$ cat config.mk
export PLATFORM = sky130hd
export DESIGN_NAME = pdr_mul_cell
export DESIGN_NICKNAME = d
export VERILOG_FILES = /design/src/hdl/pdr_pkg.sv /design/src/hdl/pdr_mul_cell.sv
export SDC_FILE = /design/constraint.sdc
export NUM_CORES = 2
export LEC_CHECK = 0
export ABC_AREA = 1
export BUFFER_PORTS_ARGS = -buffer_cell sky130_fd_sc_hd__buf_2
export CORE_ASPECT_RATIO = 0.9
export CORE_MARGIN = 2
export CORE_UTILIZATION = 30
export DETAILED_ROUTE_END_ITERATION = 8
export HOLD_SLACK_MARGIN = 0.05
export SETUP_SLACK_MARGIN = 0.5
export SYNTH_ARGS = -nofsm -noshare
export SYNTH_HDL_FRONTEND = slang
export SYNTH_SLANG_ARGS = --single-unit
$ cat constraint.sdc
create_clock -name clk -period 0.9 [get_ports clk]
set_input_delay 0.27 -clock clk [delete_from_list [all_inputs] [get_ports clk]]
set_output_delay 0.27 -clock clk [all_outputs]
set_load 0.01 [all_outputs]
$ cat src/hdl/pdr_pkg.sv
package pdr_pkg;

    // Rule codes reported with each result
    typedef enum logic [2:0] {
        RULE_STAKE      = 3'd0,
        RULE_NO_HISTORY = 3'd1,
        RULE_SLOW       = 3'd2,
        RULE_FAST       = 3'd3,
        RULE_RETARGET   = 3'd4,
        RULE_CLAMPED    = 3'd5
    } rule_t;

    // Control that travels with every beat through the chain
    typedef struct packed {
        logic        early;   // answer decided up front
        logic [31:0] word;    // early answer
        rule_t       rule;
        logic        shift;   // target pre-shifted near the limit
    } ctl_t;

    // Configuration register indexes (paddr[3:2])
    localparam logic [1:0] REG_SPACING  = 2'd0;
    localparam logic [1:0] REG_TIMESPAN = 2'd1;
    localparam logic [1:0] REG_WORK_LIM = 2'd2;
    localparam logic [1:0] REG_STAKE_LIM = 2'd3;

    localparam logic [15:0] SPACING_RST  = 16'd60;
    localparam logic [23:0] TIMESPAN_RST = 24'd86400;
    localparam logic [31:0] LIMIT_RST    = 32'h1E0F_FFFF;

    // Clamped timespan needs 26 bits, divisor 24 bits
    localparam int SPAN_W = 26;
    localparam int DIV_W  = 24;

    // x/3 for 16-bit x as (x*43691) >> 17
    localparam logic [16:0] THIRD_MUL   = 17'd43691;
    localparam int          THIRD_SHIFT = 17;

endpackage

$ cat src/hdl/pdr_mul_cell.sv
module pdr_mul_cell #(
    parameter int NL = 8,
    parameter int K  = 0
) (
    input  logic                       clk,
    input  logic                       rst_n,
    input  logic                       en,
    input  logic                       in_valid,
    input  pdr_pkg::ctl_t              in_ctl,
    input  logic [pdr_pkg::SPAN_W-1:0] in_span,
    input  logic [NL*32-1:0]           in_vec,
    input  logic [pdr_pkg::SPAN_W-1:0] in_carry,
    output logic                       out_valid,
    output pdr_pkg::ctl_t              out_ctl,
    output logic [pdr_pkg::SPAN_W-1:0] out_span,
    output logic [NL*32-1:0]           out_vec,
    output logic [pdr_pkg::SPAN_W-1:0] out_carry
);

    localparam int PW = 32 + pdr_pkg::SPAN_W;

    logic [PW-1:0]              prod;
    logic [NL*32-1:0]           vec_next;
    logic                       valid_reg;
    pdr_pkg::ctl_t              ctl_reg;
    logic [pdr_pkg::SPAN_W-1:0] span_reg;
    logic [NL*32-1:0]           vec_reg;
    logic [pdr_pkg::SPAN_W-1:0] carry_reg;

    // One limb times span, limb replaced in place by the product limb
    always_comb
    begin
        prod = PW'(in_vec[32*K +: 32]) * PW'(in_span) + PW'(in_carry);
        vec_next = in_vec;
        vec_next[32*K +: 32] = prod[31:0];
    end

    always_ff @(posedge clk or negedge rst_n)
    begin
        if (!rst_n)
        begin
            valid_reg <= 1'b0;
        end
        else if (en)
        begin
            valid_reg <= in_valid;
        end
    end

    always_ff @(posedge clk)
    begin
        if (en)
        begin
            ctl_reg   <= in_ctl;
            span_reg  <= in_span;
            vec_reg   <= vec_next;
            carry_reg <= prod[PW-1:32];
        end
    end

    assign out_valid = valid_reg;
    assign out_ctl   = ctl_reg;
    assign out_span  = span_reg;
    assign out_vec   = vec_reg;
    assign out_carry = carry_reg;

endmodule

==> impl_results.md <==
* Share of Yosys cell area claimed by the top area cell type at a little under two fifths
* Worst slew margin at between 60% and 70%
* Synth area leader: fa_1
* FF+latch count, synth at 346
* First-pass GRT wire length at 231000 um
* Crit path top cell by count: fa_1
* Filler cells at 12909
* WHS at -0.173 ns
* DP HPWL at 134000 um
* Congestion Overflow GR at 0
* Core Region at 0.133 mm^2
* Worst-case reg-to-reg path depth at 1
* Area growth syn-to-layout at 39.6%
* Setup ws final at -4.57 ns
* Endpoint class of the critical path: flip-flop
* DRT iter0 DRCs at around 2400
* GP Congestion at 0.950
* Placed cells at ~7200
* Max Cap Viol at 0
* Vias in the first global route at 35109
* CP required at around 1.2 ns
* Sequential area share after synthesis at between 20% and 30%
* Arr. time, crit path at 5.82 ns
* Post-Layout Cell Count at 7363
* Setup Slack @ Placement at -5.51 ns
* Die width at approximately 390 um
* Layout cells sized above 1 at 35.3%
* Layout Nets at 6867
* Sink Count at 346
* CTS Buffer Depth at 3
* Max Fclk at 183 MHz
* Slew @ Worst Pin at 0.591 ns
* Status: complete, but fails checks
* I/O pin cnt at 695
* Port bufs at 694
* TNS Setup at -411.89 ns
* Die area at 0.137 mm^2
* Initial antenna violation count at 37
* Most common cell in the synthesized netlist: inv_1
* H-tree levels at 2
* WL final at between 150000 and 200000 um
* Die Span Y at 352 um
* Post-synthesis area per instance at 9.01 um^2
* CTS tree: yes
* CTS Root Buffer Type: clkbuf_16
* Crit Reg-Reg Startpoint: out_valid$_DFFE_PN0P_
* Syn Nets at 5763
* Crit Path Class: in -> reg
* Commonest cells in the netlist: inv_1 (1451), nand2_1 (1273), fa_1 (744)
* Routed via count at 33232
* Worst min-delay path startpoint: in_vec[49]
* Antenna Nets Post-Route at 0
* CTS buffer count at 40
* Setup violators final at 403
* CP startpoint kind: input pin
* Final hold vios at 251
* Clock Pin Slew Worst Setup and Hold Paths at about 0.060 ns
* Hold WC Path Type: in -> reg
* Hold Path Depth at 1
* Clock skew at 0 ns
* Worst Path Max Fanout at 8
* Initial Util at 30.2%
* Total GRT Usage at 23.2%
* Skew-Pair Late Insertion Delay at roughly 0.58 ns
* Clock period minus worst slack at approximately 5.5 ns
* Crit share post-route at 608%
* Ys async rst share at 0.289%
* Routed vias/inst at 4.51
* YS warnings at 0
* R2R Path End: out_valid$_DFFE_PN0P_
* Mapped Cells at ~4500
* Synth area leaders: fa_1 (37%), edfxtp_1 (26%), inv_1 (14%), nand2_1 (12%), ha_1 (6.3%)
* Post-synth EDFFs at 345
* Drt wl/cell at between 20 and 25 um
* Worst path max stage delay at 0.56 ns
* Synth Flop Type: edfxtp_1
* Mapped Area at 0.0403 mm^2
* Hold Path Sink: out_vec[49]$_DFFE_PP_
* CP max-delay cell: fa_1
* Failing checks: hold timing, setup timing
* CTS Hold Buffers Added at 1
* FF-to-FF setup slack at ~0.16 ns
* Row count at between 100 and 150
* Distinct cell type count after synthesis at 33
* Largest net degree at the start of global routing at 27
* Max-slew violations at 0
* RSZ-0062 raised after global routing: yes
* DRT Pass-1 Iters at 6
* DRC errors left at 0
[state kept, by name (all words and copies together), names as in the netlist]
register	flops
out_vec	256
out_ctl	37
out_carry	26
out_span	26
out_valid	1
[cell type report]
type / count / area [um^2] / area share (%)
Clock buffer: 51 / 1060 / 1.89
Multi-Input combinational cell: 2489 / 26600 / 47.3
Sequential cell: 346 / 10400 / 18.5
Tap cell: 1741 / 2180 / 3.88
Antenna cell: 20 / 50.0 / 0.0891
Inverter: 1458 / 5510 / 9.81
Clock inverter: 22 / 233 / 0.414
Timing Repair Buffer: 1236 / 10200 / 18.2
[through the flow]
stage,cell area (um^2),util (%)
2_1_floorplan,42400,-
4_1_cts,54500,41.0
5_1_grt,56200,42.2
3_5_place_dp,50600,38.0
3_3_place_gp,50600,38.0
6_report,56200,42.2
[routing by layer]
| layer | GRT usage [%] | share of wire (%) | vias up |
|---|---|---|---|
| met3 | 4.66 | 7.1 | 338 |
| li1 | - | - | 14799 |
| met5 | 0.734 | 0.20 | - |
| met1 | 27.4 | 38 | 16827 |
| met4 | 14.8 | 7.3 | 30 |
| met2 | 38.8 | 48 | 1238 |
[cell families (layout without fill, tap and decap cells)]
kind of cell | Yosys count | in the layout | share of synthesized area [%]
compound gates | 48 | 48 | 0.681
other cells | 0 | 20 | 0
xor+xnor | 34 | 34 | 0.740
mux | 1 | 1 | 0.0280
simple gates | 1459 | 1459 | 14.2
fa+ha+maj | 947 | 947 | 43.3
flops | 346 | 346 | 25.8
buf+inv | 1632 | 2767 | 15.2
[what timing repair did]
| item | 4_1_cts | 5_1_grt |
|---|---|---|
| gates resized for setup | 518 | 406 |
| setup endpoints to repair | 749 | 747 |
| endpoints found under the hold margin | 270 | 270 |
| pin swaps | 234 | 157 |
| buffers inserted | 53 | 22 |
| cloned | 9 | 4 |
[layout by cell type, fill, tap and decap left out, types with 6 or more instances in the layout]
| master | count |
|---|---|
| inv_1 | 1301 |
| nand2_1 | 996 |
| fa_1 | 692 |
| buf_2 | 606 |
| buf_4 | 352 |
| edfxtp_1 | 345 |
| nand2_2 | 188 |
| ha_1 | 148 |
| inv_2 | 141 |
| buf_12 | 116 |
| buf_6 | 112 |
| nand2_4 | 90 |
| nor2_4 | 55 |
| fa_2 | 52 |
| ha_4 | 49 |
| clkbuf_16 | 45 |
| buf_8 | 33 |
| nor2_1 | 30 |
| nand3_1 | 23 |
| diode_2 | 20 |
| xor2_1 | 20 |
| nand3_2 | 18 |
| a21oi_1 | 15 |
| nand4_1 | 15 |
| inv_4 | 14 |
| nor2_2 | 12 |
| buf_16 | 11 |
| nand3_4 | 10 |
| clkinv_2 | 10 |
| clkbuf_1 | 10 |
| a21oi_4 | 8 |
| xnor2_1 | 7 |
| a21oi_2 | 6 |
| ha_2 | 6 |
[how the worst max path moves through the flow]
stage           startpoint                 endpoint  slack, ns  depth (start not counted)
6_report        in_span[6]  out_carry[15]$_DFFE_PP_      -4.57                         27
2_1_floorplan    in_vec[7]  out_carry[17]$_DFFE_PP_      -4.65                         23
5_1_grt        in_span[16]  out_carry[15]$_DFFE_PP_      -4.72                         28
4_1_cts        in_span[11]  out_carry[15]$_DFFE_PP_      -4.53                         30
3_5_place_dp    in_vec[19]  out_carry[15]$_DFFE_PP_      -5.51                         23
3_3_place_gp   in_span[12]  out_carry[21]$_DFFE_PP_      -5.51                         24
[critical path, delay by kind of cell]
kind,cells,cell delay [ns]
adders and majority gates,8,3.72
buffers and inverters,10,0.94
and+or+nand+nor,9,0.85
Power is left out: the tool's default activity adds up to more than one toggle a clock period on the data nets, which glitch-free logic cannot reach.
