==> src/hdl/pdr_pkg.sv <==
package pdr_pkg;

    // Rule codes reported with each result
    typedef enum logic [2:0] {
        RULE_STAKE      = 3'd0,
        RULE_NO_HISTORY = 3'd1,
        RULE_SLOW       = 3'd2,
        RULE_FAST       = 3'd3,
        RULE_RETARGET   = 3'd4,
        RULE_CLAMPED    = 3'd5
    } rule_t;

    // Control that travels with every beat through the chain
    typedef struct packed {
        logic        early;   // answer decided up front
        logic [31:0] word;    // early answer
        rule_t       rule;
        logic        shift;   // target pre-shifted near the limit
    } ctl_t;

    // Configuration register indexes (paddr[3:2])
    localparam logic [1:0] REG_SPACING  = 2'd0;
    localparam logic [1:0] REG_TIMESPAN = 2'd1;
    localparam logic [1:0] REG_WORK_LIM = 2'd2;
    localparam logic [1:0] REG_STAKE_LIM = 2'd3;

    localparam logic [15:0] SPACING_RST  = 16'd60;
    localparam logic [23:0] TIMESPAN_RST = 24'd86400;
    localparam logic [31:0] LIMIT_RST    = 32'h1E0F_FFFF;

    // Clamped timespan needs 26 bits, divisor 24 bits
    localparam int SPAN_W = 26;
    localparam int DIV_W  = 24;

    // x/3 for 16-bit x as (x*43691) >> 17
    localparam logic [16:0] THIRD_MUL   = 17'd43691;
    localparam int          THIRD_SHIFT = 17;

endpackage

==> src/hdl/pdr_div_cell.sv <==
module pdr_div_cell #(
    parameter int W = 256
) (
    input  logic                      clk,
    input  logic                      rst_n,
    input  logic                      en,
    input  logic [pdr_pkg::DIV_W-1:0] divisor,
    input  logic                      in_valid,
    input  pdr_pkg::ctl_t             in_ctl,
    input  logic [W-1:0]              in_vec,
    input  logic [pdr_pkg::DIV_W-1:0] in_rem,
    output logic                      out_valid,
    output pdr_pkg::ctl_t             out_ctl,
    output logic [W-1:0]              out_vec,
    output logic [pdr_pkg::DIV_W-1:0] out_rem
);

    logic [pdr_pkg::DIV_W:0]   r2;
    logic                      ge;
    logic [pdr_pkg::DIV_W:0]   diff;
    logic                      valid_reg;
    pdr_pkg::ctl_t             ctl_reg;
    logic [W-1:0]              vec_reg;
    logic [pdr_pkg::DIV_W-1:0] rem_reg;

    // One restoring step: dividend MSB out, quotient bit in
    always_comb
    begin
        r2   = {in_rem, in_vec[W-1]};
        ge   = r2 >= {1'b0, divisor};
        diff = r2 - {1'b0, divisor};
    end

    always_ff @(posedge clk or negedge rst_n)
    begin
        if (!rst_n)
        begin
            valid_reg <= 1'b0;
        end
        else if (en)
        begin
            valid_reg <= in_valid;
        end
    end

    always_ff @(posedge clk)
    begin
        if (en)
        begin
            ctl_reg <= in_ctl;
            vec_reg <= {in_vec[W-2:0], ge};
            rem_reg <= ge ? diff[pdr_pkg::DIV_W-1:0] : r2[pdr_pkg::DIV_W-1:0];
        end
    end

    assign out_valid = valid_reg;
    assign out_ctl   = ctl_reg;
    assign out_vec   = vec_reg;
    assign out_rem   = rem_reg;

endmodule

==> config.mk <==
export PLATFORM = sky130hd
export DESIGN_NAME = pdr_div_cell
export DESIGN_NICKNAME = d
export VERILOG_FILES = /design/src/hdl/pdr_pkg.sv /design/src/hdl/pdr_div_cell.sv
export SDC_FILE = /design/constraint.sdc
export NUM_CORES = 1
export LEC_CHECK = 0
export BUFFER_PORTS_ARGS = -buffer_cell sky130_fd_sc_hd__buf_2
export CORE_AREA = 2 2 260 262
export CTS_CLUSTER_SIZE = 10
export DETAILED_ROUTE_END_ITERATION = 16
export DIE_AREA = 0 0 262 264
export HOLD_SLACK_MARGIN = 0.1
export PLACE_DENSITY = 0.44
export SYNTH_ARGS = -nofsm -noshare
export SYNTH_HDL_FRONTEND = slang
export SYNTH_SLANG_ARGS = --single-unit
==> constraint.sdc <==
create_clock -name clk -period 0.8 [get_ports clk]
set_input_delay 0 -clock clk [delete_from_list [all_inputs] [get_ports clk]]
set_output_delay 0 -clock clk [all_outputs]
set_load 0.05 [all_outputs]
==> tab_implementation.tex <==
\begin{tabular}{lr}
\hline
Metric & Value \\
\hline
\multicolumn{2}{l}{\textbf{Status}} \\
Outcome & finished, violations left \\
Violations in the final reports & negative hold slack, negative setup slack \\
\multicolumn{2}{l}{\textbf{Detailed routing}} \\
Routed length per placed instance & 19.8 µm \\
Post-detailed-route via-to-cell ratio & 3.81 \\
Detailed-router iteration count before antenna repair & 4 \\
Routed Antenna Nets & 0 \\
Final wirelength & 52,900 µm \\
Post-route DRC violation count & 0 \\
Vias post-DR & roughly 10,000 \\
1st-iter DRT viols & 639 \\
\multicolumn{2}{l}{\textbf{Run}} \\
Total of max-cap violations & 0 \\
\multicolumn{2}{l}{\textbf{Clock tree}} \\
Clock Pin Slew Worst Setup and Hold Paths & 50 ps \\
Cts bufs inserted & 40 \\
Clock Sinks & 318 \\
Clock tree from TritonCTS & done \\
Buffer levels on the longest clock path & 3 \\
Clock network latency to the later pin of the worst-skew pair & approximately 540 ps \\
CTS H-tree lvls & 2 \\
Buffer type at the clock tree root & sky130\_fd\_sc\_hd\_\_clkbuf\_16 \\
\multicolumn{2}{l}{\textbf{Power and ir drop}} \\
Internal Pwr Total & 36.0 mW \\
Leakage power summed over all cells & 10.2 nW \\
Peak VDD IR & approximately 1300 µV \\
Power per cell area & 2120 nW/µm² \\
Clock network fraction of design power & 32.4\% \\
Part of the power in registers & 40.0\% \\
Total net switching power & between 15 and 20 mW \\
Portion of total power attributed to combinational logic & between 20\% and 30\% \\
Switching share of total power & 30.7\% \\
\multicolumn{2}{l}{\textbf{Synth}} \\
Synthesized cell area & 11,500 µm² \\
Proportion of synthesized chip area in sequential cells & 82.7\% \\
Multiplexer share of the synthesized area & 1.24\% \\
Number of synthesized flops with an enable pin & 317 \\
Dominant combinational cell family by area after synthesis & compound AO/OA/AOI/OAI gates \\
Compound-cell area share of the yosys netlist & approximately 6.3\% \\
Arithmetic-cell share of the synthesized area counting full adders, half adders and majority gates & 2.77\% \\
Number of synthesized register bits & 318 \\
Net count of the mapped netlist & 968 \\
Synthesized netlist cell count & 598 \\
Average footprint of a synthesized cell & $\sim$19 µm² \\
Syn. warnings & 0 \\
Ys flop type & sky130\_fd\_sc\_hd\_\_edfxtp\_1 \\
Post-Synth Simple-Gate Area & under 10\% \\
Xor-xnor portion of the synthesized cell area & 0.835\% \\
Number of distinct standard cells referenced by the synthesized netlist & 61 \\
Share of synthesized registers carrying an async set or reset & less than 1\% \\
\multicolumn{2}{l}{\textbf{Placement}} \\
Cell area after placement & 17,500 µm² \\
DP Wirelength & 39,900 µm \\
I/O Buffers & between 600 and 700 \\
GP Congestion & 0.850 \\
\multicolumn{2}{l}{\textbf{Global routing}} \\
First-pass GRT wire length & 73,300 µm \\
Maximum number of pins on one net before global-route repair & 45 \\
Global Route Usage Sum & approximately 14\% \\
Remaining global-route overflow & 0 \\
Via count of the first global-routing pass & between 10,000 and 15,000 \\
Number of antenna violations at the first check in global routing & 6 \\
\multicolumn{2}{l}{\textbf{Layout}} \\
\# nets final & between 2,000 and 2,500 \\
Share of cells above drive strength 1 & 55.1\% \\
Finished layout cell area & between 20,000 and 25,000 µm² \\
Final Core Density & 36.9\% \\
Area overhead of the layout relative to synthesis & 113\% \\
\multicolumn{2}{l}{\textbf{Timing}} \\
Final Hold Fails & 37 \\
Max Slew Vio Count & 0 \\
Final clock period utilization by the worst path & 201\% \\
Fmax & roughly 620 MHz \\
Setup ws final & -806 ps \\
Remaining max-slew budget at the tightest pin & 69.0\% \\
Final count of negative-setup-slack endpoints & 343 \\
Worst Skew & 0 ps \\
Final TNS setup & -115,620 ps \\
Slew at the pin closest to its max-slew limit & 462 ps \\
Unrepaired setup endpoints after global routing & true \\
Minimum period implied by the final worst setup slack & $\sim$1600 ps \\
Worst Hold Slack & -238 ps \\
\multicolumn{2}{l}{\textbf{Die}} \\
Core Rows & 95 \\
Height of the die & around 260 µm \\
Die ar. & 69,200 µm² \\
Core area & 66,600 µm² \\
Starting Density & around 17\% \\
\# IOs & 663 \\
Floorplan die width & 262 µm \\
\multicolumn{2}{l}{\textbf{Min path}} \\
Class of the worst hold path & primary input to register \\
\multicolumn{2}{l}{\textbf{Worst setup path}} \\
Data arrival time of the worst path & 1900 ps \\
Launching element type of the critical path & primary input \\
Startpoint-to-endpoint class of the critical path & primary input to register \\
Worst endpoint required time & 1090 ps \\
Kind of end point of the critical path & register \\
Crit-path max FO & 8 \\
\hline
\end{tabular}
[kinds of logic after synthesis]
kind of cell / after synthesis
AND/OR/NAND/NOR: 88
flip-flops: 318
adder cells (fa/ha/maj): 25
multiplexers: 11
buffers and inverters: 49
XOR/XNOR: 11
AO/OA/AOI/OAI: 96
[placed cells by master (no fill, tap or decap), drive strengths merged, types with 5 or more instances in the layout]
cell type and n:
o21ai 15, nor3 13, nand3 16, o31ai 7, o21a 9, buf 829
nor2 11, edfxtp 317, ha 24, diode 5, mux2 11, nand2 16
dlygate4sd3 319, nand4 7, xnor2 8, and3 7, inv 37, a21oi 24
clkbuf 50
[through the flow]
| stage | cells | worst slack, ps | total power, mW |
|---|---|---|---|
| 2_1_floorplan | 598 | -1280 | 27.0 |
| 3_3_place_gp | 2267 | -1520 | 31.7 |
| 3_5_place_dp | 2267 | -1520 | 31.7 |
| 4_1_cts | 2656 | -727 | 52.5 |
| 5_1_grt | 2668 | -838 | 53.9 |
| 6_report | 2669 | -806 | 52.0 |
[power groups by stage]
stage / registers, mW / logic (mW) / clock network, mW
3_5_place_dp: 20.8 / 10.9 / 0
6_report: 20.8 / 14.4 / 16.8
2_1_floorplan: 25.7 / 1.39 / 0
5_1_grt: 20.9 / 14.9 / 18.0
4_1_cts: 20.8 / 14.2 / 17.4
3_3_place_gp: 20.8 / 10.9 / 0
[flip-flops by register name, summed over array words and instances, names as in the netlist]
register   cells
out_ctl       37
out_rem       24
out_valid      1
out_vec      256
[synthesized netlist by cell type, types with 5 or more instances]
master | n | area share, %
sky130_fd_sc_hd__mux2_2 | 6 | 0.59
sky130_fd_sc_hd__buf_2 | 5 | 0.22
sky130_fd_sc_hd__nand3_1 | 16 | 0.69
sky130_fd_sc_hd__o21a_1 | 9 | 0.59
sky130_fd_sc_hd__o31ai_1 | 7 | 0.46
sky130_fd_sc_hd__a21oi_1 | 24 | 1.0
sky130_fd_sc_hd__and3_1 | 6 | 0.33
sky130_fd_sc_hd__nor3_1 | 13 | 0.56
sky130_fd_sc_hd__clkbuf_1 | 6 | 0.20
sky130_fd_sc_hd__nand4_1 | 7 | 0.38
sky130_fd_sc_hd__nand2_1 | 16 | 0.52
sky130_fd_sc_hd__nor2_1 | 10 | 0.33
sky130_fd_sc_hd__inv_1 | 33 | 1.1
sky130_fd_sc_hd__ha_1 | 24 | 2.6
sky130_fd_sc_hd__mux2_4 | 5 | 0.65
sky130_fd_sc_hd__edfxtp_1 | 317 | 82
sky130_fd_sc_hd__xnor2_1 | 8 | 0.61
sky130_fd_sc_hd__o21ai_0 | 14 | 0.61
[critical path, cell delays in order]
cell	delay, ps
sky130_fd_sc_hd__buf_2	100
sky130_fd_sc_hd__inv_1	100
sky130_fd_sc_hd__ha_4	210
sky130_fd_sc_hd__buf_6	130
sky130_fd_sc_hd__and3_4	180
sky130_fd_sc_hd__a311oi_4	320
sky130_fd_sc_hd__a21bo_4	290
sky130_fd_sc_hd__nor2_8	180
sky130_fd_sc_hd__inv_6	80
sky130_fd_sc_hd__mux2_4	300
[final cells by class]
type | count | area, µm²
Clock buffer | 50 | 1050
Timing Repair Buffer | 1148 | 10200
Tap cell | 873 | 1090
Sequential cell | 318 | 9550
Antenna cell | 5 | 12.5
Fill cell | 6326 | 42000
Inverter | 34 | 143
Timing Repair inverter | 1 | 8.76
Clock inverter | 9 | 126
Multi-Input combinational cell | 231 | 2350
[path summary, 6_finish.rpt]
kind,startpoint,endpoint,slack [ps],depth (start not counted)
worst max-delay path,divisor[11],out_rem[6],-810,10
worst min-delay path,in_rem[3],out_rem[4],-240,2
worst max register to register,out_valid,out_valid,0,1
worst min register to register,out_valid,out_valid,560,1
max in group asynchronous,rst_n,out_valid,370,3
min in group asynchronous,rst_n,out_valid,300,3
[metal layers]
layer	share of wire, %	wire length (µm)	track usage, %	up-vias
met3	7.2	3790	3.75	78
met5	0.051	27	0	-
li1	-	-	-	4710
met1	37	19300	15.5	4999
met4	3.1	1640	4.84	4
met2	53	28100	27.2	383
[timing repair]
action                     4_1_cts  5_1_grt
gates cloned                     1        0
setup endpoints to repair      343      344
pin swaps                       31       15
hold endpoints to repair       635      277
resized for setup              696       39
setup buffers                   15        7
hold buffers                   317        2
Note: power is estimated with default switching activity, not from simulation.
