$ cat config.mk
export PLATFORM = sky130hd
export DESIGN_NAME = pdr_back
export DESIGN_NICKNAME = d
export VERILOG_FILES = /design/src/hdl/pdr_pkg.sv /design/src/hdl/pdr_expand.sv /design/src/hdl/pdr_blen.sv /design/src/hdl/pdr_back.sv
export SDC_FILE = /design/constraint.sdc
export NUM_CORES = 2
export LEC_CHECK = 0
export ABC_AREA = 1
export CAP_MARGIN = 10
export CORE_ASPECT_RATIO = 1.5
export CORE_UTILIZATION = 28
export DETAILED_ROUTE_END_ITERATION = 6
export DONT_BUFFER_PORTS = 1
export HOLD_SLACK_MARGIN = 0.05
export RECOVER_POWER = 25
export SLEW_MARGIN = 20
export SYNTH_ARGS = -nofsm -noshare
export SYNTH_HDL_FRONTEND = slang
export SYNTH_SLANG_ARGS = --single-unit
$ cat constraint.sdc
create_clock -name clk -period 4.2 [get_ports clk]
set_input_delay 0.63 -clock clk [delete_from_list [all_inputs] [get_ports clk]]
set_output_delay 0.63 -clock clk [all_outputs]
set_load 0.01 [all_outputs]
$ cat src/hdl/pdr_pkg.sv
package pdr_pkg;

    // Rule codes reported with each result
    typedef enum logic [2:0] {
        RULE_STAKE      = 3'd0,
        RULE_NO_HISTORY = 3'd1,
        RULE_SLOW       = 3'd2,
        RULE_FAST       = 3'd3,
        RULE_RETARGET   = 3'd4,
        RULE_CLAMPED    = 3'd5
    } rule_t;

    // Control that travels with every beat through the chain
    typedef struct packed {
        logic        early;   // answer decided up front
        logic [31:0] word;    // early answer
        rule_t       rule;
        logic        shift;   // target pre-shifted near the limit
    } ctl_t;

    // Configuration register indexes (paddr[3:2])
    localparam logic [1:0] REG_SPACING  = 2'd0;
    localparam logic [1:0] REG_TIMESPAN = 2'd1;
    localparam logic [1:0] REG_WORK_LIM = 2'd2;
    localparam logic [1:0] REG_STAKE_LIM = 2'd3;

    localparam logic [15:0] SPACING_RST  = 16'd60;
    localparam logic [23:0] TIMESPAN_RST = 24'd86400;
    localparam logic [31:0] LIMIT_RST    = 32'h1E0F_FFFF;

    // Clamped timespan needs 26 bits, divisor 24 bits
    localparam int SPAN_W = 26;
    localparam int DIV_W  = 24;

    // x/3 for 16-bit x as (x*43691) >> 17
    localparam logic [16:0] THIRD_MUL   = 17'd43691;
    localparam int          THIRD_SHIFT = 17;

endpackage

$ cat src/hdl/pdr_expand.sv
module pdr_expand #(
    parameter int W = 256
) (
    input  logic [31:0]  word,
    output logic [W-1:0] val
);

    logic [7:0]    size;
    logic [22:0]   mant;
    logic [W+22:0] wide;
    logic [10:0]   shl;
    logic [4:0]    shr;

    // Compact word to full-width integer
    always_comb
    begin
        size = word[31:24];
        mant = word[22:0];
        shr  = {~size[1:0], 3'b000};
        shl  = {size - 8'd3, 3'b000};
        wide = (W+23)'(mant) << shl;
        if (size <= 8'd3)
        begin
            val = W'(mant >> shr);
        end
        else
        begin
            val = wide[W-1:0];
        end
    end

endmodule

$ cat src/hdl/pdr_blen.sv
module pdr_blen #(
    parameter int W = 256
) (
    input  logic                     clk,
    input  logic                     en,
    input  logic [W-1:0]             val,
    output logic [$clog2(W+1)-1:0]   blen
);

    localparam int NL = (W + 31) / 32;
    localparam int BW = $clog2(W + 1);

    logic [NL*32-1:0] padded;
    logic [NL-1:0]    nz_reg;
    logic [NL-1:0]    nz_next;
    logic [4:0]       idx_reg  [NL];
    logic [4:0]       idx_next [NL];
    logic [BW-1:0]    blen_reg;
    logic [BW-1:0]    blen_next;

    assign padded = (NL*32)'(val);

    // Stage 1: top set bit inside each 32-bit limb
    always_comb
    begin
        for (int l = 0; l < NL; l++)
        begin
            nz_next[l]  = |padded[32*l +: 32];
            idx_next[l] = 5'd0;
            for (int b = 0; b < 32; b++)
            begin
                if (padded[32*l + b])
                begin
                    idx_next[l] = 5'(b);
                end
            end
        end
    end

    // Stage 2: highest nonzero limb wins
    always_comb
    begin
        blen_next = '0;
        for (int l = 0; l < NL; l++)
        begin
            if (nz_reg[l])
            begin
                blen_next = BW'(32*l + int'(idx_reg[l]) + 1);
            end
        end
    end

    always_ff @(posedge clk)
    begin
        if (en)
        begin
            nz_reg   <= nz_next;
            idx_reg  <= idx_next;
            blen_reg <= blen_next;
        end
    end

    assign blen = blen_reg;

endmodule

$ cat src/hdl/pdr_back.sv
module pdr_back #(
    parameter int W = 256
) (
    input  logic                      clk,
    input  logic                      rst_n,
    input  logic                      en,
    input  logic                      in_valid,
    input  pdr_pkg::ctl_t             in_ctl,
    input  logic [W-1:0]              in_q,
    input  logic [23:0]               target_timespan,
    input  logic [31:0]               work_limit_word,
    input  logic [$clog2(W+1)-1:0]    lim_blen,
    output logic                      out_valid,
    output logic [31:0]               next_target_word,
    output logic [2:0]                rule_taken
);

    localparam int BW = $clog2(W + 1);

    logic [W-1:0]   v_next;
    logic [W-1:0]   lim;
    logic [BW-1:0]  v_blen;
    logic           use_lim;

    logic           v1_reg, v2_reg, v3_reg, v4_reg;
    pdr_pkg::ctl_t  ctl1_reg, ctl2_reg, ctl3_reg, ctl4_reg;
    logic [W-1:0]   val1_reg, val2_reg, val3_reg, val4_reg;
    logic [BW-1:0]  blen4_reg;
    pdr_pkg::ctl_t  ctl4_next;

    logic [8:0]     size;
    logic [11:0]    shr;
    logic [31:0]    c32;
    logic [23:0]    c24;
    logic [31:0]    word_next;

    logic           out_valid_reg;
    logic [31:0]    word_reg;
    pdr_pkg::rule_t rule_reg;

    pdr_expand #(.W(W)) u_exp_l (.word(work_limit_word), .val(lim));

    // Undo the pre-shift; zero timespan gives a zero quotient
    always_comb
    begin
        if (target_timespan == 24'd0)
        begin
            v_next = '0;
        end
        else if (in_ctl.shift)
        begin
            v_next = in_q << 1;
        end
        else
        begin
            v_next = in_q;
        end
    end

    always_ff @(posedge clk or negedge rst_n)
    begin
        if (!rst_n)
        begin
            v1_reg        <= 1'b0;
            v2_reg        <= 1'b0;
            v3_reg        <= 1'b0;
            v4_reg        <= 1'b0;
            out_valid_reg <= 1'b0;
        end
        else if (en)
        begin
            v1_reg        <= in_valid;
            v2_reg        <= v1_reg;
            v3_reg        <= v2_reg;
            v4_reg        <= v3_reg;
            out_valid_reg <= v4_reg;
        end
    end

    pdr_blen #(.W(W)) u_blen_v (.clk(clk), .en(en), .val(val1_reg), .blen(v_blen));

    // Clamp against the limit; early answers keep their own rule
    always_comb
    begin
        use_lim   = (val3_reg == '0) || (val3_reg > lim);
        ctl4_next = ctl3_reg;
        if (!ctl3_reg.early)
        begin
            ctl4_next.rule = use_lim ? pdr_pkg::RULE_CLAMPED : pdr_pkg::RULE_RETARGET;
        end
    end

    // Pack into compact form
    always_comb
    begin
        size = 9'((12'(blen4_reg) + 12'd7) >> 3);
        shr  = {size - 9'd3, 3'b000};
        if (size <= 9'd3)
        begin
            c32 = val4_reg[31:0] << {~size[1:0], 3'b000};
        end
        else
        begin
            c32 = 32'(val4_reg >> shr);
        end
        c24 = c32[23:0];
        if (c24[23])
        begin
            c24  = c24 >> 8;
            size = size + 9'd1;
        end
        word_next = {size[7:0], c24};
    end

    always_ff @(posedge clk)
    begin
        if (en)
        begin
            ctl1_reg  <= in_ctl;
            val1_reg  <= v_next;
            ctl2_reg  <= ctl1_reg;
            val2_reg  <= val1_reg;
            ctl3_reg  <= ctl2_reg;
            val3_reg  <= val2_reg;
            ctl4_reg  <= ctl4_next;
            val4_reg  <= use_lim ? lim : val3_reg;
            blen4_reg <= use_lim ? lim_blen : v_blen;
            word_reg  <= ctl4_reg.early ? ctl4_reg.word : word_next;
            rule_reg  <= ctl4_reg.rule;
        end
    end

    assign out_valid        = out_valid_reg;
    assign next_target_word = word_reg;
    assign rule_taken       = 3'(rule_reg);

endmodule

==> flow_summary.ini <==
[outcome]
outcome = complete, but fails checks
violations = capacitance limit, slew limit, setup timing

[worst_hold_path]
hold_start = in_q[128]
holdPathStages = 4
hold_path_class = input port to register

[synthesis]
synth_area_leaders = edfxtp_1 (54%), nand2_1 (13%), nand3_1 (9.0%)
synth_most_common_cell = nand2_1
yosysTopAreaCell = edfxtp_1
ys.flop_type = edfxtp_1
synth_warnings = 0
ys_types = 59
avgSynthCellArea_um2 = 8.59
synth_nets = 8853
synth_top_cell_area_share_pct = 54.0
yosys_register_bits = 1274
synthArstFlopShare_pct = 0.392
ys_top_cells_by_count = nand2_1 (2354), edfxtp_1 (1269), nand3_1 (1264)
synth_area_mm2 = 0.0706
seq_area_frac_synth_pct = 54.1
synth_edf_count = 1269
synth_cells = 8224

[floorplanning]
die-area_mm2 = 0.254
start_util_pct = 28.2
fp.dieW_um = 412
dieHeight_um = 617
io-pin-count = 398
coreArea_mm2 = 0.251
rows = 225

[clocking]
cts.sinks = 1274
cts_tree = done
clkSlewWorstSetupHoldPaths_ns = 0.06
cts_made_buffers = 142
insertion_delay_ns = 0.85
cts_buffer_depth = 4
cts_root_buf = clkbuf_16
htreeDepth = 4

[critical_path]
r2r_end = val4_reg[130]$_DFFE_PP_
cp-start-kind = input port
slowest_delay_ns = 0.29
crit_type = input port to register
cp-endpoint = val4_reg[11]$_DFFE_PP_
arrival_ns = 5.32
reg2reg_from = val3_reg[0]$_DFFE_PP_
end_kind = register
crit_fanout = 8
cpMaxStageDelayCell = nor4_4
r2r_slack_ns = -0.12
ff2ff_path_depth = 10
critPathLaunch = work_limit_word[26]
critPathRequiredTime_ns = 4.73

[sta]
rsz0062_at_grt = yes
layout_min_cycle_time_ns = 4.79
fin_crit_sh_pct = 114
setup_violations = 272
skew_ns = 0.0988
hold_violations = 0
fin_ws_ns = -0.585
setup_tns_ns = -132.78
relSlewSlack_pct = -103
worst_pin_slew_ns = 3.05
slew_violations = 63
fmax_ghz = 0.209

[finish]
final.fill_count = 25700
utilization_pct = 35.7
multi_input_area_mm2 = 0.0286
drive_above_1_share_pct = 17.2
syn_to_final_growth_pct = 26.6
num-nets-final = 9566
regArea_mm2 = 0.0382
design_area_mm2 = 0.0894

[detailed_routing]
drcViolationCount = 0
ant_nets = 0
via_per_inst = 5.01
vias = 61800
drt_iter0_drc = 5379
drt_pass1_iterations = 7
wl_um = 311000
wl_per_cell_um = 25.2

[grt]
antenna_found_initial = 18
grt_overflow = 0
grt_usage_pct = 23.6
grt_pass1_wl_um = 431000
grt_max_degree = 257
grt_pass1_vias = 60700

[placed_design]
placement.cell_area_mm2 = 0.0806
gp_congestion = 1.08
dp_hpwl_um = 243000
dp_slack_ns = -2.21
io_buffer_count = 0

[pwr]
irDropWorstVdd_mv = 0.255
static-leakage-power_nw = 37.6
p_per_area_mw_per_mm2 = 419
total_power_mw = 37.4

[flow_run]
maxCapViolCount = 1
kinds of logic after synthesis:
family | share of synthesized area, %
and+or+nand+nor | 26.5
adders and majority gates | 4.73
DFF | 54.1
muxes | 0.0159
xor gates and xnor gates | 0.174
buffers and inverters | 8.40
AOI/OAI and AO/OA | 6.10
metal layers:
metal	GRT usage (%)	share of wire (%)	up-vias
li1	-	-	29000
met1	26.9	38	29800
met2	38.8	46	2305
met3	4.21	6.2	720
met4	19.1	9.8	12
met5	0	0.026	-
power by group:
group / total (mW) / internal [mW] / switching [mW]
Clock: 12.7 / 7.46 / 5.28
Combinational: 8.55 / 2.95 / 5.61
Sequential: 16.1 / 15.2 / 0.917
Total: 37.4 / 25.6 / 11.8
cells in the final DEF (no fill, tap or decap), types with 16 or more instances in the layout:
master	n
nor2_4	42
a21oi_1	169
ha_4	16
nand2_2	40
inv_2	34
nand3_1	1199
nand4_1	81
inv_1	1039
o21ai_1	22
buf_6	35
nor4_1	85
clkinv_2	17
clkinv_1	20
nor2_2	73
nand2_1	2307
clkbuf_16	157
a31oi_1	18
ha_1	251
nor3_1	27
buf_12	94
edfxtp_1	1269
o21ai_0	354
clkbuf_1	17
nor3_2	23
nand3_2	60
o221ai_1	17
buf_4	763
bufinv_16	19
dlygate4sd3_1	89
nor2_1	381
o211ai_1	35
final cells by class:
type | count | area share, %
tap | 3291 | 4.60
antenna | 7 | 0.0196
sequential | 1274 | 42.8
clock buffer | 160 | 4.07
inverter | 1086 | 4.61
timing repair buffer | 1013 | 10.8
clock inverter | 83 | 1.13
multi-input combinational | 5420 | 32.0
critical path, delay by kind of cell:
kind / cells / cell delay (ns)
AND/OR/NAND/NOR: 20 / 2.30
buffers and inverters: 15 / 1.87
adder cells (fa/ha/maj): 1 / 0.25
AO/OA/AOI/OAI: 2 / 0.22
through the flow:
step / hold WS (ns) / cells
floorplan: 0.334 / 8224
global placement: 0.335 / 11900
detailed placement: 0.335 / 11900
CTS: 0.0500 / 12300
global route: 0.0792 / 12300
finish: 0.0877 / 12300
timing repair:
action,in CTS,in global routing
cloned,7,18
resized for setup,230,332
hold endpoints to repair,120,0
pin swaps,17,100
hold buffers,89,0
setup endpoints to repair,269,295
setup buffers,15,32
how the worst min path moves through the flow:
stage                                  endpoint
finish              val1_reg[129]$_SDFFCE_PP0P_
global placement          out_valid$_DFFE_PN0P_
CTS                  val1_reg[37]$_SDFFCE_PP0P_
detailed placement           v3_reg$_DFFE_PN0P_
floorplan                 out_valid$_DFFE_PN0P_
global route         val1_reg[37]$_SDFFCE_PP0P_
(Power assumes the default switching activity.)
