==> config.mk <==
export PLATFORM = sky130hd
export DESIGN_NAME = pdr_front
export DESIGN_NICKNAME = d
export VERILOG_FILES = /design/src/hdl/pdr_pkg.sv /design/src/hdl/pdr_expand.sv /design/src/hdl/pdr_blen.sv /design/src/hdl/pdr_front.sv
export SDC_FILE = /design/constraint.sdc
export NUM_CORES = 2
export LEC_CHECK = 0
export BUFFER_PORTS_ARGS = -buffer_cell sky130_fd_sc_hd__buf_4
export CAP_MARGIN = 20
export CORE_ASPECT_RATIO = 1.2
export CORE_MARGIN = 2
export CORE_UTILIZATION = 30
export DETAILED_ROUTE_END_ITERATION = 10
export SYNTH_ARGS = -nofsm -noshare
export SYNTH_HDL_FRONTEND = slang
export SYNTH_SLANG_ARGS = --single-unit
==> constraint.sdc <==
create_clock -name clk -period 4.03 [get_ports clk]
set_input_delay 0.403 -clock clk [delete_from_list [all_inputs] [get_ports clk]]
set_output_delay 0.403 -clock clk [all_outputs]
set_load 0.01 [all_outputs]
==> src/hdl/pdr_pkg.sv <==
package pdr_pkg;

    // Rule codes reported with each result
    typedef enum logic [2:0] {
        RULE_STAKE      = 3'd0,
        RULE_NO_HISTORY = 3'd1,
        RULE_SLOW       = 3'd2,
        RULE_FAST       = 3'd3,
        RULE_RETARGET   = 3'd4,
        RULE_CLAMPED    = 3'd5
    } rule_t;

    // Control that travels with every beat through the chain
    typedef struct packed {
        logic        early;   // answer decided up front
        logic [31:0] word;    // early answer
        rule_t       rule;
        logic        shift;   // target pre-shifted near the limit
    } ctl_t;

    // Configuration register indexes (paddr[3:2])
    localparam logic [1:0] REG_SPACING  = 2'd0;
    localparam logic [1:0] REG_TIMESPAN = 2'd1;
    localparam logic [1:0] REG_WORK_LIM = 2'd2;
    localparam logic [1:0] REG_STAKE_LIM = 2'd3;

    localparam logic [15:0] SPACING_RST  = 16'd60;
    localparam logic [23:0] TIMESPAN_RST = 24'd86400;
    localparam logic [31:0] LIMIT_RST    = 32'h1E0F_FFFF;

    // Clamped timespan needs 26 bits, divisor 24 bits
    localparam int SPAN_W = 26;
    localparam int DIV_W  = 24;

    // x/3 for 16-bit x as (x*43691) >> 17
    localparam logic [16:0] THIRD_MUL   = 17'd43691;
    localparam int          THIRD_SHIFT = 17;

endpackage

==> src/hdl/pdr_expand.sv <==
module pdr_expand #(
    parameter int W = 256
) (
    input  logic [31:0]  word,
    output logic [W-1:0] val
);

    logic [7:0]    size;
    logic [22:0]   mant;
    logic [W+22:0] wide;
    logic [10:0]   shl;
    logic [4:0]    shr;

    // Compact word to full-width integer
    always_comb
    begin
        size = word[31:24];
        mant = word[22:0];
        shr  = {~size[1:0], 3'b000};
        shl  = {size - 8'd3, 3'b000};
        wide = (W+23)'(mant) << shl;
        if (size <= 8'd3)
        begin
            val = W'(mant >> shr);
        end
        else
        begin
            val = wide[W-1:0];
        end
    end

endmodule

==> src/hdl/pdr_blen.sv <==
module pdr_blen #(
    parameter int W = 256
) (
    input  logic                     clk,
    input  logic                     en,
    input  logic [W-1:0]             val,
    output logic [$clog2(W+1)-1:0]   blen
);

    localparam int NL = (W + 31) / 32;
    localparam int BW = $clog2(W + 1);

    logic [NL*32-1:0] padded;
    logic [NL-1:0]    nz_reg;
    logic [NL-1:0]    nz_next;
    logic [4:0]       idx_reg  [NL];
    logic [4:0]       idx_next [NL];
    logic [BW-1:0]    blen_reg;
    logic [BW-1:0]    blen_next;

    assign padded = (NL*32)'(val);

    // Stage 1: top set bit inside each 32-bit limb
    always_comb
    begin
        for (int l = 0; l < NL; l++)
        begin
            nz_next[l]  = |padded[32*l +: 32];
            idx_next[l] = 5'd0;
            for (int b = 0; b < 32; b++)
            begin
                if (padded[32*l + b])
                begin
                    idx_next[l] = 5'(b);
                end
            end
        end
    end

    // Stage 2: highest nonzero limb wins
    always_comb
    begin
        blen_next = '0;
        for (int l = 0; l < NL; l++)
        begin
            if (nz_reg[l])
            begin
                blen_next = BW'(32*l + int'(idx_reg[l]) + 1);
            end
        end
    end

    always_ff @(posedge clk)
    begin
        if (en)
        begin
            nz_reg   <= nz_next;
            idx_reg  <= idx_next;
            blen_reg <= blen_next;
        end
    end

    assign blen = blen_reg;

endmodule

==> src/hdl/pdr_front.sv <==
module pdr_front #(
    parameter int W = 256
) (
    input  logic                      clk,
    input  logic                      rst_n,
    input  logic                      en,
    input  logic                      in_valid,
    input  logic                      history_ready,
    input  logic                      stake_mode,
    input  logic [31:0]               new_block_time,
    input  logic [31:0]               last_block_time,
    input  logic [31:0]               first_block_time,
    input  logic [31:0]               last_target_word,
    input  logic [15:0]               target_spacing,
    input  logic [23:0]               target_timespan,
    input  logic [31:0]               work_limit_word,
    input  logic [31:0]               stake_limit_word,
    output logic                      out_valid,
    output pdr_pkg::ctl_t             out_ctl,
    output logic [pdr_pkg::SPAN_W-1:0] out_span,
    output logic [W-1:0]              out_t,
    output logic [$clog2(W+1)-1:0]    lim_blen
);

    localparam int BW = $clog2(W + 1);

    logic [33:0]         slow_bound;
    logic [32:0]         third_prod;
    logic [15:0]         third;
    logic                slow;
    logic                fast;
    logic signed [33:0]  diff;
    logic [21:0]         lo;
    logic [25:0]         hi;
    logic [pdr_pkg::SPAN_W-1:0] span_next;
    pdr_pkg::ctl_t       ctl_next;
    logic [W-1:0]        t_exp;
    logic [W-1:0]        lim;
    logic [BW-1:0]       t_blen;

    logic                v1_reg, v2_reg, v3_reg;
    pdr_pkg::ctl_t       ctl1_reg, ctl2_reg, ctl3_reg;
    logic [pdr_pkg::SPAN_W-1:0] span1_reg, span2_reg, span3_reg;
    logic [W-1:0]        t1_reg, t2_reg, t3_reg;
    logic                shift;

    pdr_expand #(.W(W)) u_exp_t (.word(last_target_word), .val(t_exp));
    pdr_expand #(.W(W)) u_exp_l (.word(work_limit_word), .val(lim));

    // Early rules and timespan clamp
    always_comb
    begin
        slow_bound = 34'(last_block_time) + 34'({target_spacing, 2'b00})
                   + 34'(target_spacing);
        slow       = 34'(new_block_time) > slow_bound;
        third_prod = 33'(target_spacing) * 33'(pdr_pkg::THIRD_MUL);
        third      = 16'(third_prod >> pdr_pkg::THIRD_SHIFT);
        fast       = 34'(new_block_time) < 34'(last_block_time) + 34'(third);

        ctl_next.early = 1'b1;
        ctl_next.shift = 1'b0;
        ctl_next.word  = '0;
        ctl_next.rule  = pdr_pkg::RULE_RETARGET;
        if (stake_mode)
        begin
            ctl_next.word = stake_limit_word;
            ctl_next.rule = pdr_pkg::RULE_STAKE;
        end
        else if (!history_ready)
        begin
            ctl_next.word = work_limit_word;
            ctl_next.rule = pdr_pkg::RULE_NO_HISTORY;
        end
        else if (slow)
        begin
            ctl_next.word = work_limit_word;
            ctl_next.rule = pdr_pkg::RULE_SLOW;
        end
        else if (fast)
        begin
            ctl_next.word = {1'b0, last_target_word[31:1]};
            ctl_next.rule = pdr_pkg::RULE_FAST;
        end
        else
        begin
            ctl_next.early = 1'b0;
        end

        diff = $signed({2'b00, last_block_time}) - $signed({2'b00, first_block_time});
        lo   = target_timespan[23:2];
        hi   = {target_timespan, 2'b00};
        if (diff < $signed({12'd0, lo}))
        begin
            span_next = 26'(lo);
        end
        else if (diff > $signed({8'd0, hi}))
        begin
            span_next = hi;
        end
        else
        begin
            span_next = diff[25:0];
        end
    end

    // Valid pipe
    always_ff @(posedge clk or negedge rst_n)
    begin
        if (!rst_n)
        begin
            v1_reg <= 1'b0;
            v2_reg <= 1'b0;
            v3_reg <= 1'b0;
        end
        else if (en)
        begin
            v1_reg <= in_valid;
            v2_reg <= v1_reg;
            v3_reg <= v2_reg;
        end
    end

    // Payload pipe alongside the bit-length unit
    always_ff @(posedge clk)
    begin
        if (en)
        begin
            ctl1_reg  <= ctl_next;
            span1_reg <= span_next;
            t1_reg    <= t_exp;
            ctl2_reg  <= ctl1_reg;
            span2_reg <= span1_reg;
            t2_reg    <= t1_reg;
            ctl3_reg  <= ctl2_reg;
            span3_reg <= span2_reg;
            t3_reg    <= t2_reg;
        end
    end

    pdr_blen #(.W(W)) u_blen_t (.clk(clk), .en(en), .val(t1_reg), .blen(t_blen));
    pdr_blen #(.W(W)) u_blen_l (.clk(clk), .en(en), .val(lim), .blen(lim_blen));

    // Pre-shift when target is at least as long as the limit
    always_comb
    begin
        shift = (lim_blen != '0) && (t_blen >= lim_blen);
        out_ctl       = ctl3_reg;
        out_ctl.shift = shift;
        out_t         = shift ? (t3_reg >> 1) : t3_reg;
    end

    assign out_valid = v3_reg;
    assign out_span  = span3_reg;

endmodule

==> results.txt <==
Worst setup EP type = register
Avg Vias per Cell = 5.504
Mean post-synth cell area = 10.07 um^2
CTS Sinks = 1071
First-pass GRT wire length = 386900 um
# DRC = 0
Max stage delay on crit path = 0.51 ns
Largest net degree at the start of global routing = 165
Max Cap Violations = 0
Status = complete, but fails checks
Synthesis-stage register bit count = 1071
Syn Nets = 7200
Initial DRC count = 6012
Fraction of layout cells with a size suffix above 1 = 26.23%
Synth warn = 0
Worst min-delay path category = primary input to register
Final period utilization = 216.2%
Drt total wl = 278800 um
Setup total negative slack = -197.02 ns
RePlAce Congestion = 1.058
Num rows = 188
Leakage power = 34.94 nW
Root Driver = clkbuf_16
Buf/Inv on CP = 9
Clock Latency Late Sink = 0.75 ns
Gr usage total = 23.57%
Vias in the first global route = 55690
Drt wl/cell = 26.34 um
Layout Nets = 8295
Number of synthesized flops with an enable pin = 1068
Worst EP required = 4.45 ns
Max FO, Critical Path = 6
H-tree depth = 3
Minimum clock period = 8.714 ns
Fin. max-slew vios = 0
Io pins = 567
Power Dens Cells = 524.1 nW/um^2
Effective utilization at floorplan = 30.13%
DR pass1 iterations = 8
IO buf count = 566
Worst setup margin = -4.684 ns
Clock Path Buffers = 3
Seq/Total Area, Yosys = 48.88%
Synth-to-layout area growth = 33.17%
Final setup skew = 0.05002 ns
Worst Setup Start Kind = primary input
Slowest stage cell, crit path = fa_1
Peak VDD IR = 0.0009029 V
Fin util = 40.12%
Worst slew margin = 12.67%
Setup violators final = 284
CP arrival = 9.13 ns
Synthesized instance count = 6531
CP dominant cell by count = fa_1
Post-DP HPWL = 205400 um
Failing checks = negative setup slack
GR Overflow Total = 0
CTS buffer count = 111
Endpoints failing hold = 0
Chip width = 431.4 um
Routed vias = 58260
Core Region = 218300 um^2
Max Freq = 0.1148 GHz
RSZ-0062 raised after global routing = yes
Die area = 223000 um^2
Cell area after synthesis = 65760 um^2
Initial antenna violation count = 23
Post-synth ARST share = 0.2801%
CTS tree = yes
CP Class = primary input to register
Worst-Margin Slew = 1.310 ns
Clk slew on worst S/H paths = 0.08 ns
CP delay by family, top = adder cells
Antenna-violating nets left = 0
Main synth FF type = edfxtp_1
DIE HEIGHT = 516.9 um
Yosys cell types = 87
-- area by class of cell --
cell class,instances,area [um^2]
Tap cell,2850,3566
Fill cell,21020,130700
Sequential cell,1071,32150
Inverter,356,1359
Antenna cell,16,40.04
Clock buffer,127,2880
Timing Repair Buffer,1395,13320
Multi-Input combinational cell,4691,33400
Clock inverter,79,867.1
-- cells in the final DEF, fill, tap and decap left out, drive strengths merged, types with 35 or more instances in the layout --
master / n
a21o: 83
clkinv: 49
nor2b: 336
a22oi: 78
nor4: 59
nand4: 327
o21ai: 428
a211oi: 54
and3: 283
a21oi: 503
nor3: 130
o311ai: 35
fa: 95
edfxtp: 1068
nor2: 556
xnor2: 84
nand2: 286
xor2: 74
buf: 1333
clkbuf: 155
ha: 336
o31ai: 41
o21bai: 40
mux2i: 56
nand2b: 37
o21a: 36
inv: 364
nand3: 347
-- final timing paths --
check | from | end | cells after the start | slack, ns
max | target_spacing[12] | ctl1_reg[5] | 43 | -4.68
min | last_target_word[1] | t1_reg[1] | 3 | 0.06
max reg2reg | u_blen_t.idx_reg[35] | u_blen_t.blen[2] | 9 | 0.89
min reg2reg | ctl2_reg[35] | out_ctl[35] | 0 | 0.39
max in group asynchronous | rst_n | v2_reg | 3 | 3.30
min in group asynchronous | rst_n | v1_reg | 3 | 0.57
-- cell usage after synthesis (95+ instances only) --
cell type | instances | area (um^2)
nand4_1 | 327 | 2046
nand3_1 | 346 | 1732
o21ai_0 | 426 | 2132
inv_1 | 353 | 1325
clkbuf_1 | 364 | 1366
nor2b_1 | 336 | 2102
ha_1 | 336 | 4204
and3_1 | 283 | 1770
nand2_1 | 286 | 1074
nor3_1 | 130 | 650.6
edfxtp_1 | 1068 | 32070
fa_1 | 95 | 1902
a21oi_1 | 502 | 2512
nor2_1 | 556 | 2087
-- per-stage QoR --
step / instance area, um^2 / hold slack, ns / std cells / setup slack [ns] / power (mW)
2_1_floorplan: 66260 / 0.1074 / 6531 / -4.405 / 23.75
3_3_place_gp: 77730 / 0.1932 / 10170 / -5.308 / 31.36
3_5_place_dp: 77730 / 0.1961 / 10170 / -5.429 / 31.59
4_1_cts: 85000 / 0.001388 / 10520 / -4.558 / 44.99
5_1_grt: 87570 / 0.04999 / 10580 / -4.990 / 48.57
6_report: 87580 / 0.06323 / 10590 / -4.684 / 45.90
-- layer usage --
metal  up-vias  share of wire, %  global-route usage, %
li1      26620                 -                      -
met1     28640                38                  28.34
met2      2447                49                  40.74
met3       549               5.8                  2.805
met4         2               6.5                  13.46
met5         -            0.0043                      0
-- repair_timing --
action                                 4_1_cts  5_1_grt
buffers inserted                            78       33
endpoints found under the hold margin       36        0
hold buffers                                33        0
gates cloned                                35       41
gates resized for setup                    411      513
setup endpoints to repair                  319      319
pin swaps                                  173      233
-- worst min-delay path, stage by stage --
cell     delay (ns)
buf_4          0.18
nand2_1        0.06
o21ai_0        0.06
-- kinds of logic (layout without fill, tap and decap cells) --
family / Yosys count / count (layout) / share of synthesized area, %
flip-flops: 1071 / 1071 / 48.88
multiplexers: 65 / 65 / 1.012
buffers and inverters: 776 / 1957 / 4.460
other: 0 / 16 / 0
AO/OA/AOI/OAI: 1555 / 1559 / 14.62
AND/OR/NAND/NOR: 2475 / 2478 / 19.64
XOR/XNOR: 158 / 158 / 2.104
adder cells (fa/ha/maj): 431 / 431 / 9.285
-- where the power goes --
group | internal (mW) | switching, mW
logic | 10.8 | 10.7
clock network | 6.02 | 4.60
registers | 13.1 | 0.619
total | 29.9 | 16.0
Note: power is estimated with default switching activity, not from simulation.
